### src/hdl/drba_pkg.sv
// ----------------------------------------------------------------------------
// DRAM row buffer access package
// Shared types, codes and field widths of the row buffer access core.
// ----------------------------------------------------------------------------
package drba_pkg;

	localparam int DELAY_W = 10;
	localparam int LIMIT_W = 17;
	localparam int LAT_W   = 12;
	localparam int WORD_W  = 32;
	localparam int CNT_W   = 32;
	localparam int CFG_IDX_W = 2;

	typedef enum logic [1:0] {
		ST_OK         = 2'd0,
		ST_MISALIGNED = 2'd1,
		ST_RANGE      = 2'd2
	} status_t;

	typedef enum logic [1:0] {
		KIND_HIT        = 2'd0,
		KIND_EMPTY      = 2'd1,
		KIND_CLEAN_MISS = 2'd2,
		KIND_DIRTY      = 2'd3
	} kind_t;

	typedef enum logic [CFG_IDX_W-1:0] {
		CFG_ROW_DELAY    = 2'd0,
		CFG_COLUMN_DELAY = 2'd1,
		CFG_MEM_LIMIT    = 2'd2
	} cfg_idx_t;

	typedef struct packed {
		logic [DELAY_W-1:0] row_delay;
		logic [DELAY_W-1:0] column_delay;
		logic [LIMIT_W-1:0] mem_limit;
	} cfg_t;

	typedef struct packed {
		logic              is_store;
		status_t           status;
		logic [WORD_W-1:0] store_data;
	} cmd_t;

endpackage

### src/hdl/drba_queue.sv
// ----------------------------------------------------------------------------
// DRAM row buffer access queue
// Two-entry queue that decouples the front end from the access engine.
// ----------------------------------------------------------------------------
module drba_queue import drba_pkg::*; #(
	parameter int WIDTH = 8
) (
	input  logic             clk,
	input  logic             arst_n,
	input  logic             push,
	input  logic [WIDTH-1:0] push_data,
	input  logic             pop,
	output logic [WIDTH-1:0] pop_data,
	output logic             full,
	output logic             empty
);

	localparam int DEPTH = 2;
	localparam int PTR_W = $clog2(DEPTH);
	localparam int CNT_W = $clog2(DEPTH + 1);

	logic [WIDTH-1:0] entries_q [DEPTH];
	logic [PTR_W-1:0] wr_ptr_q;
	logic [PTR_W-1:0] rd_ptr_q;
	logic [CNT_W-1:0] count_q;

	assign full     = (count_q == CNT_W'(DEPTH));
	assign empty    = (count_q == '0);
	assign pop_data = entries_q[rd_ptr_q];

	always_ff @(posedge clk or negedge arst_n) begin
		if (!arst_n) begin
			wr_ptr_q <= '0;
			rd_ptr_q <= '0;
			count_q  <= '0;
		end else begin
			if (push) begin
				wr_ptr_q <= wr_ptr_q + PTR_W'(1);
			end
			if (pop) begin
				rd_ptr_q <= rd_ptr_q + PTR_W'(1);
			end
			if (push && !pop) begin
				count_q <= count_q + CNT_W'(1);
			end else if (pop && !push) begin
				count_q <= count_q - CNT_W'(1);
			end
		end
	end

	always_ff @(posedge clk) begin
		if (push) begin
			entries_q[wr_ptr_q] <= push_data;
		end
	end

endmodule

### config.mk
export PLATFORM = sky130hd
export DESIGN_NAME = drba_queue
export DESIGN_NICKNAME = d
export VERILOG_FILES = /design/src/hdl/drba_pkg.sv /design/src/hdl/drba_queue.sv
export SDC_FILE = /design/constraint.sdc
export NUM_CORES = 1
export LEC_CHECK = 0
export BUFFER_PORTS_ARGS = -buffer_cell sky130_fd_sc_hd__buf_4
export CAP_MARGIN = 20
export CELL_PAD_IN_SITES_DETAIL_PLACEMENT = 1
export CELL_PAD_IN_SITES_GLOBAL_PLACEMENT = 1
export CORE_MARGIN = 2
export CORE_UTILIZATION = 40
export CTS_CLUSTER_SIZE = 28
export DETAILED_ROUTE_END_ITERATION = 6
export HOLD_SLACK_MARGIN = 0.02
export PLACE_DENSITY = 0.76
export RECOVER_POWER = 50
export SYNTH_ARGS = -nofsm -noshare
export SYNTH_HDL_FRONTEND = slang
export SYNTH_SLANG_ARGS = --single-unit
### constraint.sdc
create_clock -name clk -period 1.7 [get_ports clk]
set_input_delay 0.51 -clock clk [delete_from_list [all_inputs] [get_ports clk]]
set_output_delay 0.51 -clock clk [all_outputs]
set_load 0.1 [all_outputs]
; Word level (Yosys, flattened, before mapping)
; Memory sizes are Yosys's and may differ from the RTL's.
; Index checks and enable logic that the tools add are counted.
[totals]
reg_bits = 4
ramBits = 16
out_inout_bits = 10
n_memories = 1
[op_classes]
add_sub_neg = 4
n_eq_ne = 1
mux = 4
reduce_logical = 6
[mem_list]
columns = memory, depth, width, rd, rd_ports_with_merged_regs, wr, line
row1 = entries_q, 2, 8, 1, 0, 1, drba_queue.sv:22  ; logic [WIDTH-1:0] entries_q [DEPTH];
[op_table]
columns = cell, n
row1 = two-way mux 2 bit, 2
row2 = "adder 1 bit, second input constant", 2
row3 = "adder 2 x 1 -> 2 bit, second input constant", 1
row4 = "== test 2 bit, second input constant", 1
row5 = logical AND 1 bit, 2
row6 = logical NOT 1 bit, 2
row7 = logical NOT 2 bit, 1
row8 = two-way mux 1 bit, 2
row9 = nonzero test 2 bit, 1
row10 = "subtractor 2 x 1 -> 2 bit, second input constant", 1

; Depth between registers and ports, before layout
[depth]
ltp_word = 4
ltp_mapped = 5
depth_no_buf = 5

; Worst setup path after synthesis
; OpenSTA, ideal clock, no wires.
[synth_timing]
path_kind = reg2out
startpoint = reg count_q[0]
endpoint = out empty
arrival_ns = 1.661
required_time_ns = 1.190
setup_slack_ns = -0.471
stages_incl_launch_ff = 2
n_path_buf = 0
cell_sequence = dfrtp_1 > nor2_1
[synth_via]
elab_chain_cells = 1
[synth_rtl]
columns = item, line
row1 = start: declaration, drba_queue.sv:25  ; logic [CNT_W-1:0] count_q;
row2 = start signal: assignment, drba_queue.sv:44  ; count_q <= count_q + CNT_W'(1);
row3 = start signal: assignment, drba_queue.sv:46  ; count_q <= count_q - CNT_W'(1);
row4 = logical NOT 2 bit, drba_queue.sv:28  ; assign empty = (count_q == '0);
row5 = end: declaration, drba_queue.sv:15  ; output logic empty
; Every way passes these cells.

; Final worst setup path
[layout_timing]
startpoint = reg rd_ptr_q
endpoint = out pop_data[1]
[layout_via]
elab_chain_cells = 1
[layout_rtl]
columns = item, line
row1 = start: declaration, drba_queue.sv:24  ; logic [PTR_W-1:0] rd_ptr_q;
row2 = start signal: assignment, drba_queue.sv:41  ; rd_ptr_q <= rd_ptr_q + PTR_W'(1);
row3 = memory read (2 x 8 bit), --
row4 = end: declaration, drba_queue.sv:13  ; output logic [WIDTH-1:0] pop_data,
; Every way passes these cells.

==> impl_results.md <==
* Outcome: complete, but fails checks
* Failing checks: negative setup slack
* Clock-pin slew on the worst setup and hold paths at 0.11 ns
* Arr. time, crit path at 1.36 ns
* Adder-cell area share of the yosys netlist at 1.623%
* Worst Hold Class: in2reg
* Final Hold Fails at 0
* Post-synthesis compound-gate area fraction at 0%
* Mapped cell area at 770.7 um2
* Critical Path Start Type: flop
* CTS Buffer Depth at 2
* Cell family with most CP delay: flip-flops
* Detailed Place HPWL at 933.2 um
* CTS sink count at 20
* Crit-path max FO at 4
* Sequential fraction of the synthesis area at 75.32%
* Gr usage total at 14.00%
* Die Wd at 47.90 um
* Via count at between 400 and 500
* Yosys warnings at 0
* Place WS at -0.003715 ns
* Crit path kind: reg2out
* DRC violations left at 0
* Commonest non-fill, non-tap cell in the layout: edfxtp_1
* Skew final at 0.0006745 ns
* Iteration-0 DRC Markers at 10
* DIE AREA at 2294 um2
* Max-slew violation count at 0
* RSZ-0062 raised after global routing: yes
* TritonCTS clock tree: built
* Aggregate global routing overflow at 0
* Final nets at 87
* Placeable Area at around 1800 um2
* Setup TNS at -1.311 ns
* Num rows at 15
* Routed Wire Length at 1515 um
* Die H at 47.90 um
* Clock root buffer: clkbuf_4
* Number of global-route vias before repair at about 450
* Slew headroom at 73.52%
* #FFs+latches synth at 20
* Unique masters post-synth at 12
* Slowest CP cell: dfrtp_2
* Fin crit share at 109.9%
* Post-Syn Instances at 41
* Leading cell types in the layout, fill and taps excluded: edfxtp_1, clkbuf_4, buf_4
* Share of layout cells above drive strength 1 at 56.16%
* Final setup viols at 8
* Largest family of logic cells by synthesized area: multiplexers
* Initial Util at between 40% and 50%
* Post-DR vias/cell at 4.622
* FMAX at 535.3 MHz
* Area growth from synthesis to layout at 51.14%
* Multiplexer share of the synthesized area at between 10% and 20%
* WP buf/inv at 2
* # IOs at 22
* Worst Setup Slack, final at -0.1683 ns
* Crit end category: output port
* Worst-skew pair later-pin latency at ~0.29 ns
* DRT Pass-1 Iters at 3
* Post-Syn Nets at 54
* Synthesized area per cell at 18.80 um2
* Critical path's largest stage delay at approximately 0.44 ns
* Antenna Cells at 0
* ANT nets after route at 0
* Final min period at 1.868 ns
* Simple-gate area share of the yosys netlist at 3.734%
* Drt wl/cell at 15.46 um
* RD Place Congestion at 0.6339
* Worst-path cell chain: buf_6 > mux2_4 > buf_12
* CP required at 1.19 ns
* Antenna violations before repair at 0
* Synth Area in XOR/XNOR at 5.682%
* # port buffers at 21
* Pin count of the biggest net entering global routing at 12
* H-tree depth at 1
* Least-Margin Pin Slew at around 0.4 ns
* Number of max-cap violations at 0
* CTS buffer count at 3
* First-pass GRT wire length at approximately 2000 um
==> cells by family after synthesis <==
kind of cell	Yosys count
simple gates	5
fa+ha+maj	1
flops	20
mux	8
buf+inv	2
xor+xnor	5
==> per-stage QoR <==
stage	instance area (um2)	utilization [%]	instances	hold slack, ns
floorplan	778.2	-	41	0.2144
global route	1165	66.03	98	0.3969
detailed placement	963.4	54.61	87	0.3120
finish	1165	66.03	98	0.3837
global placement	963.4	54.61	87	0.3127
CTS	1079	61.13	96	0.3784
==> layout make-up <==
cell class                      count  area, um2
Timing Repair Buffer               29      315.3
Fill cell                         174      599.3
Tap cell                           25      31.28
Sequential cell                    20      583.1
Multi-Input combinational cell     19      205.2
Clock inverter                      1      3.754
Inverter                            1      3.754
Clock buffer                        3      22.52
==> synthesized netlist by cell type <==
library cell	number	share of area (%)
mux2_2	8	12
ha_1	1	1.6
inv_1	1	0.49
and2b_2	1	1.1
and2_1	1	0.81
buf_6	1	1.5
nor2b_1	1	0.81
edfxtp_1	16	62
xor2_1	4	4.5
dfrtp_1	4	13
xnor2_1	1	1.1
nor2_1	2	0.97
==> registers in the layout (all words and copies together), names as in the netlist <==
signal     flops
entries_q     16
wr_ptr_q       1
count_q        2
rd_ptr_q       1
==> metal layers <==
metal  GRT usage (%)  part of all wire (%)
met2           24.53                    57
met4           7.027                     0
met3           4.151                   3.6
met1           15.22                    39
met5               0                     0
==> final timing paths <==
kind                                            from                   endpoint  slack (ns)  cells after the start
worst max-delay path            rd_ptr_q$_DFFE_PN0P_                pop_data[1]       -0.17                      3
worst min-delay path                             pop       rd_ptr_q$_DFFE_PN0P_        0.38                      2
worst max register to register  wr_ptr_q$_DFFE_PN0P_  entries_q[1][4]$_DFFE_PP_        0.60                      1
worst min register to register  wr_ptr_q$_DFFE_PN0P_       wr_ptr_q$_DFFE_PN0P_        0.49                      1
max in group asynchronous                     arst_n     count_q[0]$_DFFE_PN0P_        0.91                      2
min in group asynchronous                     arst_n       wr_ptr_q$_DFFE_PN0P_        0.57                      2
==> repair_timing <==
action	4_1_cts	5_1_grt
hold endpoints to repair	4	0
resized for setup	15	19
setup buffers	4	2
hold buffers	1	0
setup endpoints to repair	9	9
Power is left out: the tool's default activity adds up to more than one toggle a clock period on the data nets, which glitch-free logic cannot reach.
