### config.mk
export PLATFORM = sky130hd
export DESIGN_NAME = drba_front
export DESIGN_NICKNAME = d
export VERILOG_FILES = /design/src/hdl/drba_pkg.sv /design/src/hdl/drba_front.sv
export SDC_FILE = /design/constraint.sdc
export NUM_CORES = 1
export LEC_CHECK = 0
export BUFFER_PORTS_ARGS = -buffer_cell sky130_fd_sc_hd__buf_2
export CAP_MARGIN = 20
export CORE_MARGIN = 2
export CORE_UTILIZATION = 35
export CTS_CLUSTER_SIZE = 12
export DETAILED_ROUTE_END_ITERATION = 16
export PLACE_DENSITY = 0.75
export SLEW_MARGIN = 15
export SYNTH_ARGS = -nofsm -noshare
export SYNTH_HDL_FRONTEND = slang
export SYNTH_SLANG_ARGS = --single-unit
### constraint.sdc
create_clock -name clk -period 2.06 [get_ports clk]
set_input_delay 0.412 -clock clk [delete_from_list [all_inputs] [get_ports clk]]
set_output_delay 0.412 -clock clk [all_outputs]
set_load 0.02 [all_outputs]
### src/hdl/drba_pkg.sv
// ----------------------------------------------------------------------------
// DRAM row buffer access package
// Shared types, codes and field widths of the row buffer access core.
// ----------------------------------------------------------------------------
package drba_pkg;

	localparam int DELAY_W = 10;
	localparam int LIMIT_W = 17;
	localparam int LAT_W   = 12;
	localparam int WORD_W  = 32;
	localparam int CNT_W   = 32;
	localparam int CFG_IDX_W = 2;

	typedef enum logic [1:0] {
		ST_OK         = 2'd0,
		ST_MISALIGNED = 2'd1,
		ST_RANGE      = 2'd2
	} status_t;

	typedef enum logic [1:0] {
		KIND_HIT        = 2'd0,
		KIND_EMPTY      = 2'd1,
		KIND_CLEAN_MISS = 2'd2,
		KIND_DIRTY      = 2'd3
	} kind_t;

	typedef enum logic [CFG_IDX_W-1:0] {
		CFG_ROW_DELAY    = 2'd0,
		CFG_COLUMN_DELAY = 2'd1,
		CFG_MEM_LIMIT    = 2'd2
	} cfg_idx_t;

	typedef struct packed {
		logic [DELAY_W-1:0] row_delay;
		logic [DELAY_W-1:0] column_delay;
		logic [LIMIT_W-1:0] mem_limit;
	} cfg_t;

	typedef struct packed {
		logic              is_store;
		status_t           status;
		logic [WORD_W-1:0] store_data;
	} cmd_t;

endpackage

### src/hdl/drba_front.sv
// ----------------------------------------------------------------------------
// DRAM row buffer access front end
// Accepts commands, checks range and alignment, splits the address into row
// and word index, and hands each item to the queue.
// ----------------------------------------------------------------------------
module drba_front import drba_pkg::*; #(
	parameter int NUM_ROWS  = 64,
	parameter int ROW_BYTES = 1024,
	parameter int ROW_W     = 6,
	parameter int WIDX_W    = 14
) (
	input  logic              clk,
	input  logic              arst_n,
	input  cfg_t              cfg,
	input  logic              clearing,
	input  logic              start,
	output logic              busy,
	input  logic              operation,
	input  logic [WORD_W-1:0] byte_address,
	input  logic [WORD_W-1:0] store_data,
	input  logic              queue_full,
	output logic              push,
	output cmd_t              cmd,
	output logic [ROW_W-1:0]  row,
	output logic [WIDX_W-1:0] widx
);

	localparam int MEM_BYTES = NUM_ROWS * ROW_BYTES;
	localparam int MEM_WORDS = MEM_BYTES / 4;
	localparam int ADDR_W    = $clog2(MEM_BYTES);
	localparam int ROW_L     = $clog2(ROW_BYTES);
	localparam int SH        = ADDR_W + ROW_L;
	localparam int RECIP_W   = ADDR_W + 1;
	localparam int PROD_W    = ADDR_W + RECIP_W;
	localparam logic [RECIP_W-1:0] RECIP =
		RECIP_W'(((64'd1 << SH) + 64'(ROW_BYTES) - 64'd1) / 64'(ROW_BYTES));

	logic              valid_s1;
	cmd_t              cmd_s1;
	logic [ROW_W-1:0]  row_s1;
	logic [WIDX_W-1:0] widx_s1;

	logic              accept;
	logic              negative;
	logic              above;
	status_t           status_c;
	logic [PROD_W-1:0] prod;

	assign busy   = clearing || (valid_s1 && queue_full);
	assign accept = start && !busy;
	assign push   = valid_s1 && !queue_full;

	always_comb begin
		negative = byte_address[WORD_W-1];
		above    = !negative && ((byte_address >= WORD_W'(cfg.mem_limit)) ||
			(byte_address >= WORD_W'(MEM_BYTES)));
		if (above) begin
			status_c = ST_RANGE;
		end else if (byte_address[1:0] != 2'b00) begin
			status_c = ST_MISALIGNED;
		end else if (negative || (byte_address[WORD_W-1:2] >= (WORD_W-2)'(MEM_WORDS))) begin
			status_c = ST_RANGE;
		end else begin
			status_c = ST_OK;
		end
		prod = PROD_W'(byte_address[ADDR_W-1:0]) * PROD_W'(RECIP);
	end

	always_ff @(posedge clk or negedge arst_n) begin
		if (!arst_n) begin
			valid_s1 <= 1'b0;
		end else if (accept) begin
			valid_s1 <= 1'b1;
		end else if (push) begin
			valid_s1 <= 1'b0;
		end
	end

	always_ff @(posedge clk) begin
		if (accept) begin
			cmd_s1.is_store   <= operation;
			cmd_s1.status     <= status_c;
			cmd_s1.store_data <= store_data;
			row_s1            <= prod[SH +: ROW_W];
			widx_s1           <= byte_address[WIDX_W+1:2];
		end
	end

	assign cmd  = cmd_s1;
	assign row  = row_s1;
	assign widx = widx_s1;

	assert property (@(posedge clk) disable iff (!arst_n)
		valid_s1 && queue_full |=> valid_s1 && $stable(cmd_s1))
		else $error("front item lost while the queue was full");

	assert property (@(posedge clk) disable iff (!arst_n)
		clearing |-> !accept)
		else $error("item accepted during the memory clear");

	assert property (@(posedge clk) disable iff (!arst_n)
		accept && !$past(accept) && !valid_s1 |=> valid_s1)
		else $error("accepted item did not reach the front register");

endmodule

# Word level (Yosys, flattened, before mapping)
# Cells that the tools add are included.
[op_classes] n_lt_le_gt_ge=3 mux=4 reduce_logical=12
[ops] cell="$ge A32 B17 Y1" count=1
[ops] cell="$ge A32 B17 Y1 const B" count=1
[ops] cell="$ge A30 B15 Y1 const B" count=1
[ops] cell="$logic_and A1 B1 Y1" count=4
[ops] cell="$mux W2" count=2
[ops] cell="$reduce_bool A2 Y1" count=2
[ops] cell="$logic_not A1 Y1" count=3
[ops] cell="$logic_or A1 B1 Y1" count=3
[ops] cell="$mux W1" count=2
[totals] register_bits=56

# Depth between registers and ports, before layout
[depth] word_depth=5 depth_mapped=7 mapped_depth_nobuf=7

# Worst setup path after synthesis
# OpenSTA, ideal clock, no wires.
[synth_timing] path_type="input to register" from="in queue_full" to="reg cmd_s1, in the netlist cmd[0], enable pin" setup_ns=0.413 arrival_time_ns=1.768 t_required_ns=1.647 slack_ns=-0.121 stages=2 n_path_buf=0 cell_sequence="a21oi_1 and2_1"
[synth_between] elab_chain_len=4
[synth_lines] element="start: declaration" line="drba_front.sv:21" source="input logic queue_full,"
[synth_lines] element="$logic_and A1 B1 Y1" line="drba_front.sv:49" source="assign busy = clearing || (valid_s1 && queue_full);"
[synth_lines] element="$logic_or A1 B1 Y1" line="drba_front.sv:49"
[synth_lines] element="$logic_not A1 Y1" line="drba_front.sv:50" source="assign accept = start && !busy;"
[synth_lines] element="$logic_and A1 B1 Y1" line="drba_front.sv:50"
[synth_lines] element="via accept" line="drba_front.sv:43" source="logic accept;"
[synth_lines] element="end: declaration" line="drba_front.sv:39" source="cmd_t cmd_s1;"
# The timed path passes the listed nets, and every way through them passes these cells.
# A chain may end at the register's enable or synchronous reset.

# Final worst setup path
[layout_timing] from="in byte_address[0]" to="reg cmd_s1, in the netlist cmd[33] (data pin)"
[layout_between] elab_chain_len=3
[layout_lines] element="start: declaration" line="drba_front.sv:19" source="input logic [WORD_W-1:0] byte_address,"
[layout_lines] element="$ge A32 B17 Y1 (on tied branches)" line="drba_front.sv:55, drba_front.sv:56"
[layout_lines] element="$logic_or A1 B1 Y1" line="drba_front.sv:55" source="above = !negative && ((byte_address >= WORD_W'(cfg.mem_limit)) ||"
[layout_lines] element="$logic_and A1 B1 Y1" line="drba_front.sv:55"
# Several ways; a longest one is shown, not always the timed one.

==> impl_table.tex <==
\begin{tabular}{lr}
\hline
Metric & Value \\
\hline
\multicolumn{2}{l}{\textbf{Clock tree}} \\
Clock slew at the register clock pins of the worst setup and hold paths & 0.09 ns \\
Clock tree from TritonCTS & built \\
Max Root-Sink Buffers & 2 \\
Count of cells resized by post-cts repair & 0 \\
Count of buffers added by post-CTS timing repair for setup & 0 \\
Number of H-tree levels & 2 \\
Total CTS buffers & 5 \\
CTS root buffer & sky130\_fd\_sc\_hd\_\_clkbuf\_8 \\
Worst skew pair latency & 0.30 ns \\
Clock net sink count & 50 \\
Quantity of hold-fixing buffers added after cts & 1 \\
\multicolumn{2}{l}{\textbf{Timing}} \\
Final sum of negative setup slack & 0 ns \\
Slew Limit Fails & 0 \\
Final setup violation count & 0 \\
Slew Limit Headroom & between 60 and 70\% \\
Share of the cycle needed by the critical path after routing & 83.9\% \\
RSZ-0062 raised after global routing & false \\
Post-route setup slack & 0.332 ns \\
Final Skew & roughly 0.0059 ns \\
Period minus WS final & 1.73 ns \\
Achievable clock frequency & approximately 580 MHz \\
Total count of hold-check failures in the final report & 0 \\
Transition time at the pin with the least slew margin & 0.467 ns \\
\multicolumn{2}{l}{\textbf{Run}} \\
Number of maximum-capacitance violations & 0 \\
\multicolumn{2}{l}{\textbf{Floorplanning}} \\
Width of the die & 80.9 um \\
Count of boundary I/O pins & 164 \\
Die Outline Area & $\sim$0.0065 mm\^{}2 \\
Die Span Y & 80.9 um \\
\# rows & 27 \\
Effective utilization at floorplan & between 30\% and 40\% \\
Area of the placeable core & about 0.0056 mm\^{}2 \\
\multicolumn{2}{l}{\textbf{Route}} \\
TritonRoute pass-1 iters & 4 \\
Final Routed Wirelength & approximately 5000 um \\
Vias after detailed routing & 1584 \\
Remaining antenna violation count after routing & 0 \\
Vias per cell & 4.56 \\
Violation count after the first detailed-route iteration & 58 \\
Average routed wire per standard cell & 14.4 um \\
Drc violations & 0 \\
\multicolumn{2}{l}{\textbf{Pwr}} \\
Power Dens Cells & 724 mW/mm\^{}2 \\
Worst vdd rail ir drop & 0.406 mV \\
Power share of the sequential group & 54.9\% \\
Internal power & 1670 uW \\
Clock network power share & a little under a third \\
Switching pwr & 487 uW \\
Sum of internal, switching and leakage power & $\sim$2200 uW \\
Power share of the combinational group & 14.1\% \\
Static power due to leakage & 0.00140 uW \\
Switching power share of the total & a little under a quarter \\
\multicolumn{2}{l}{\textbf{Global route}} \\
Overflow after GRT & 0 \\
Vias in the first global route & between 1500 and 2000 \\
Largest net degree at the start of global routing & 30 \\
First-pass GRT wire length & 7240 um \\
Combined global-route utilization of all metal layers & between 10 and 15\% \\
Initial antenna violation count & 0 \\
\multicolumn{2}{l}{\textbf{Critical path}} \\
Delay-heaviest family, CP & compound AO/OA/AOI/OAI gates \\
Critical path's largest stage delay & 0.40 ns \\
Worst Setup Start Kind & primary input \\
Most common cell on crit path & sky130\_fd\_sc\_hd\_\_a2111oi\_2 \\
Cell with the largest stage delay on the worst path & sky130\_fd\_sc\_hd\_\_a2111oi\_2 \\
Worst Path Required & 2.08 ns \\
Type of the worst setup path & in2reg \\
Signal arrival time at the worst endpoint & 1.75 ns \\
Buffers plus inverters on the worst setup path & 2 \\
Highest net fanout along the worst path & 2 \\
Type of element capturing the critical path & register \\
Worst path cell trace & buf\_2, inv\_1, ha\_1, nand2b\_4, a2111oi\_2, a2111oi\_2, o31ai\_2, a221oi\_1 \\
\multicolumn{2}{l}{\textbf{Place}} \\
Detailed placement HPWL & around 4200 um \\
Setup Slack @ Placement & between 0.004 and 0.005 ns \\
Number of port buffers & 143 \\
Gpl congestion & 0.653 \\
\multicolumn{2}{l}{\textbf{Layout}} \\
Diode insertion count for antenna repair & 0 \\
Share of cells above drive strength 1 & 57.5\% \\
Post-synthesis to final-layout area growth & 44.0\% \\
Leading cell types in the layout, fill and taps excluded & 143 x sky130\_fd\_sc\_hd\_\_buf\_2, 49 x sky130\_fd\_sc\_hd\_\_edfxtp\_1, 19 x sky130\_fd\_sc\_hd\_\_inv\_1 \\
Layout Nets & roughly 400 \\
Most common cell after layout, fill and taps aside & sky130\_fd\_sc\_hd\_\_buf\_2 \\
\multicolumn{2}{l}{\textbf{Synth}} \\
Netlist area before placement & 0.00207 mm\^{}2 \\
Yosys warning total & 0 \\
Average instance area after synthesis & 16.3 um\^{}2 \\
Seq/Total Area, Yosys & 72.4\% \\
Number of cells produced by synthesis & 127 \\
Number of distinct library cells after synthesis & 26 \\
Flops \& latches, synth & 50 \\
Syn\_nets & 251 \\
\multicolumn{2}{l}{\textbf{Outcome}} \\
Result of the run & completed \\
\multicolumn{2}{l}{\textbf{Worst hold path}} \\
Min-delay worst type & in2reg \\
\hline
\end{tabular}
==> cells in the mapped netlist <==
master	instances	share of area, %
sky130_fd_sc_hd__or3_1	1	0.30
sky130_fd_sc_hd__nand2_1	1	0.18
sky130_fd_sc_hd__buf_4	6	2.2
sky130_fd_sc_hd__or2_2	1	0.30
sky130_fd_sc_hd__nand4_1	3	0.91
sky130_fd_sc_hd__ha_1	17	10
sky130_fd_sc_hd__nor3_1	1	0.24
sky130_fd_sc_hd__o31ai_2	1	0.60
sky130_fd_sc_hd__o21a_1	1	0.36
sky130_fd_sc_hd__a211oi_1	1	0.36
sky130_fd_sc_hd__nand3_1	1	0.24
sky130_fd_sc_hd__edfxtp_1	49	71
sky130_fd_sc_hd__dfrtp_1	1	1.2
sky130_fd_sc_hd__inv_1	19	3.4
sky130_fd_sc_hd__a31o_1	1	0.42
sky130_fd_sc_hd__and2_1	1	0.30
sky130_fd_sc_hd__nor2b_1	1	0.30
sky130_fd_sc_hd__a2111oi_2	2	1.5
sky130_fd_sc_hd__nor4_1	4	1.2
sky130_fd_sc_hd__a21oi_1	5	1.2
sky130_fd_sc_hd__and4_1	1	0.42
sky130_fd_sc_hd__a21o_1	2	0.73
sky130_fd_sc_hd__o21ai_0	3	0.73
sky130_fd_sc_hd__nand2b_4	1	0.67
sky130_fd_sc_hd__nor2_1	2	0.36
sky130_fd_sc_hd__a221oi_1	1	0.42
==> cell type report <==
class                           instances  area (um^2)
Multi-Input combinational cell         52          457
Clock buffer                            6         72.6
Inverter                               19         71.3
Clock inverter                          2         37.5
Sequential cell                        50         1500
Timing Repair Buffer                  146          753
Tap cell                               72         90.1
Fill cell                             508         2630
==> flip-flops by register name (all words and copies together), names as in the netlist <==
signal,flops
widx,8
valid_s1,1
cmd,35
row,6
==> cell families (layout without fill, tap and decap cells) <==
group	after synthesis	after routing	share of synthesized area, %
buffers and inverters	25	173	5.63
and+or+nand+nor	18	18	5.44
AOI/OAI and AO/OA	17	17	6.29
adders and majority gates	17	17	10.3
DFF	50	50	72.4
==> stage by stage <==
step	instances	util (%)	hold slack [ns]	instance area (um^2)
final	347	53.1	0.282	2980
after global routing	347	53.1	0.273	2980
after CTS	347	53.1	0.273	2980
after detailed placement	338	51.0	0.188	2860
after global placement	338	51.0	0.187	2860
after floorplan	127	-	0.116	2070
==> power by group through the flow <==
stage	sequential (uW)	combinational (uW)	clock, uW
finish	1180	305	668
global route	1190	339	721
CTS	1180	310	692
detailed placement	1210	307	0
global placement	1200	299	0
floorplan	1260	100	0
==> final timing paths <==
path / from / end / slack [ns] / cells after the start
max: byte_address[0] / cmd[33] / 0.33 / 8
min: store_data[26] / cmd[26] / 0.28 / 1
max reg2reg: valid_s1 / cmd[13] / 0.69 / 3
min reg2reg: valid_s1 / valid_s1 / 0.51 / 1
max in group asynchronous: arst_n / valid_s1 / 1.55 / 2
min in group asynchronous: arst_n / valid_s1 / 0.42 / 2
==> metal layers <==
layer / wire length, um / vias up / track usage [%]
met2: 2590 / 83 / 28.3
li1: - / 767 / -
met1: 1710 / 724 / 14.4
met4: 115 / 0 / 6.78
met3: 570 / 10 / 5.33
met5: 0 / - / 0
Power figures use the tool's default switching activity.
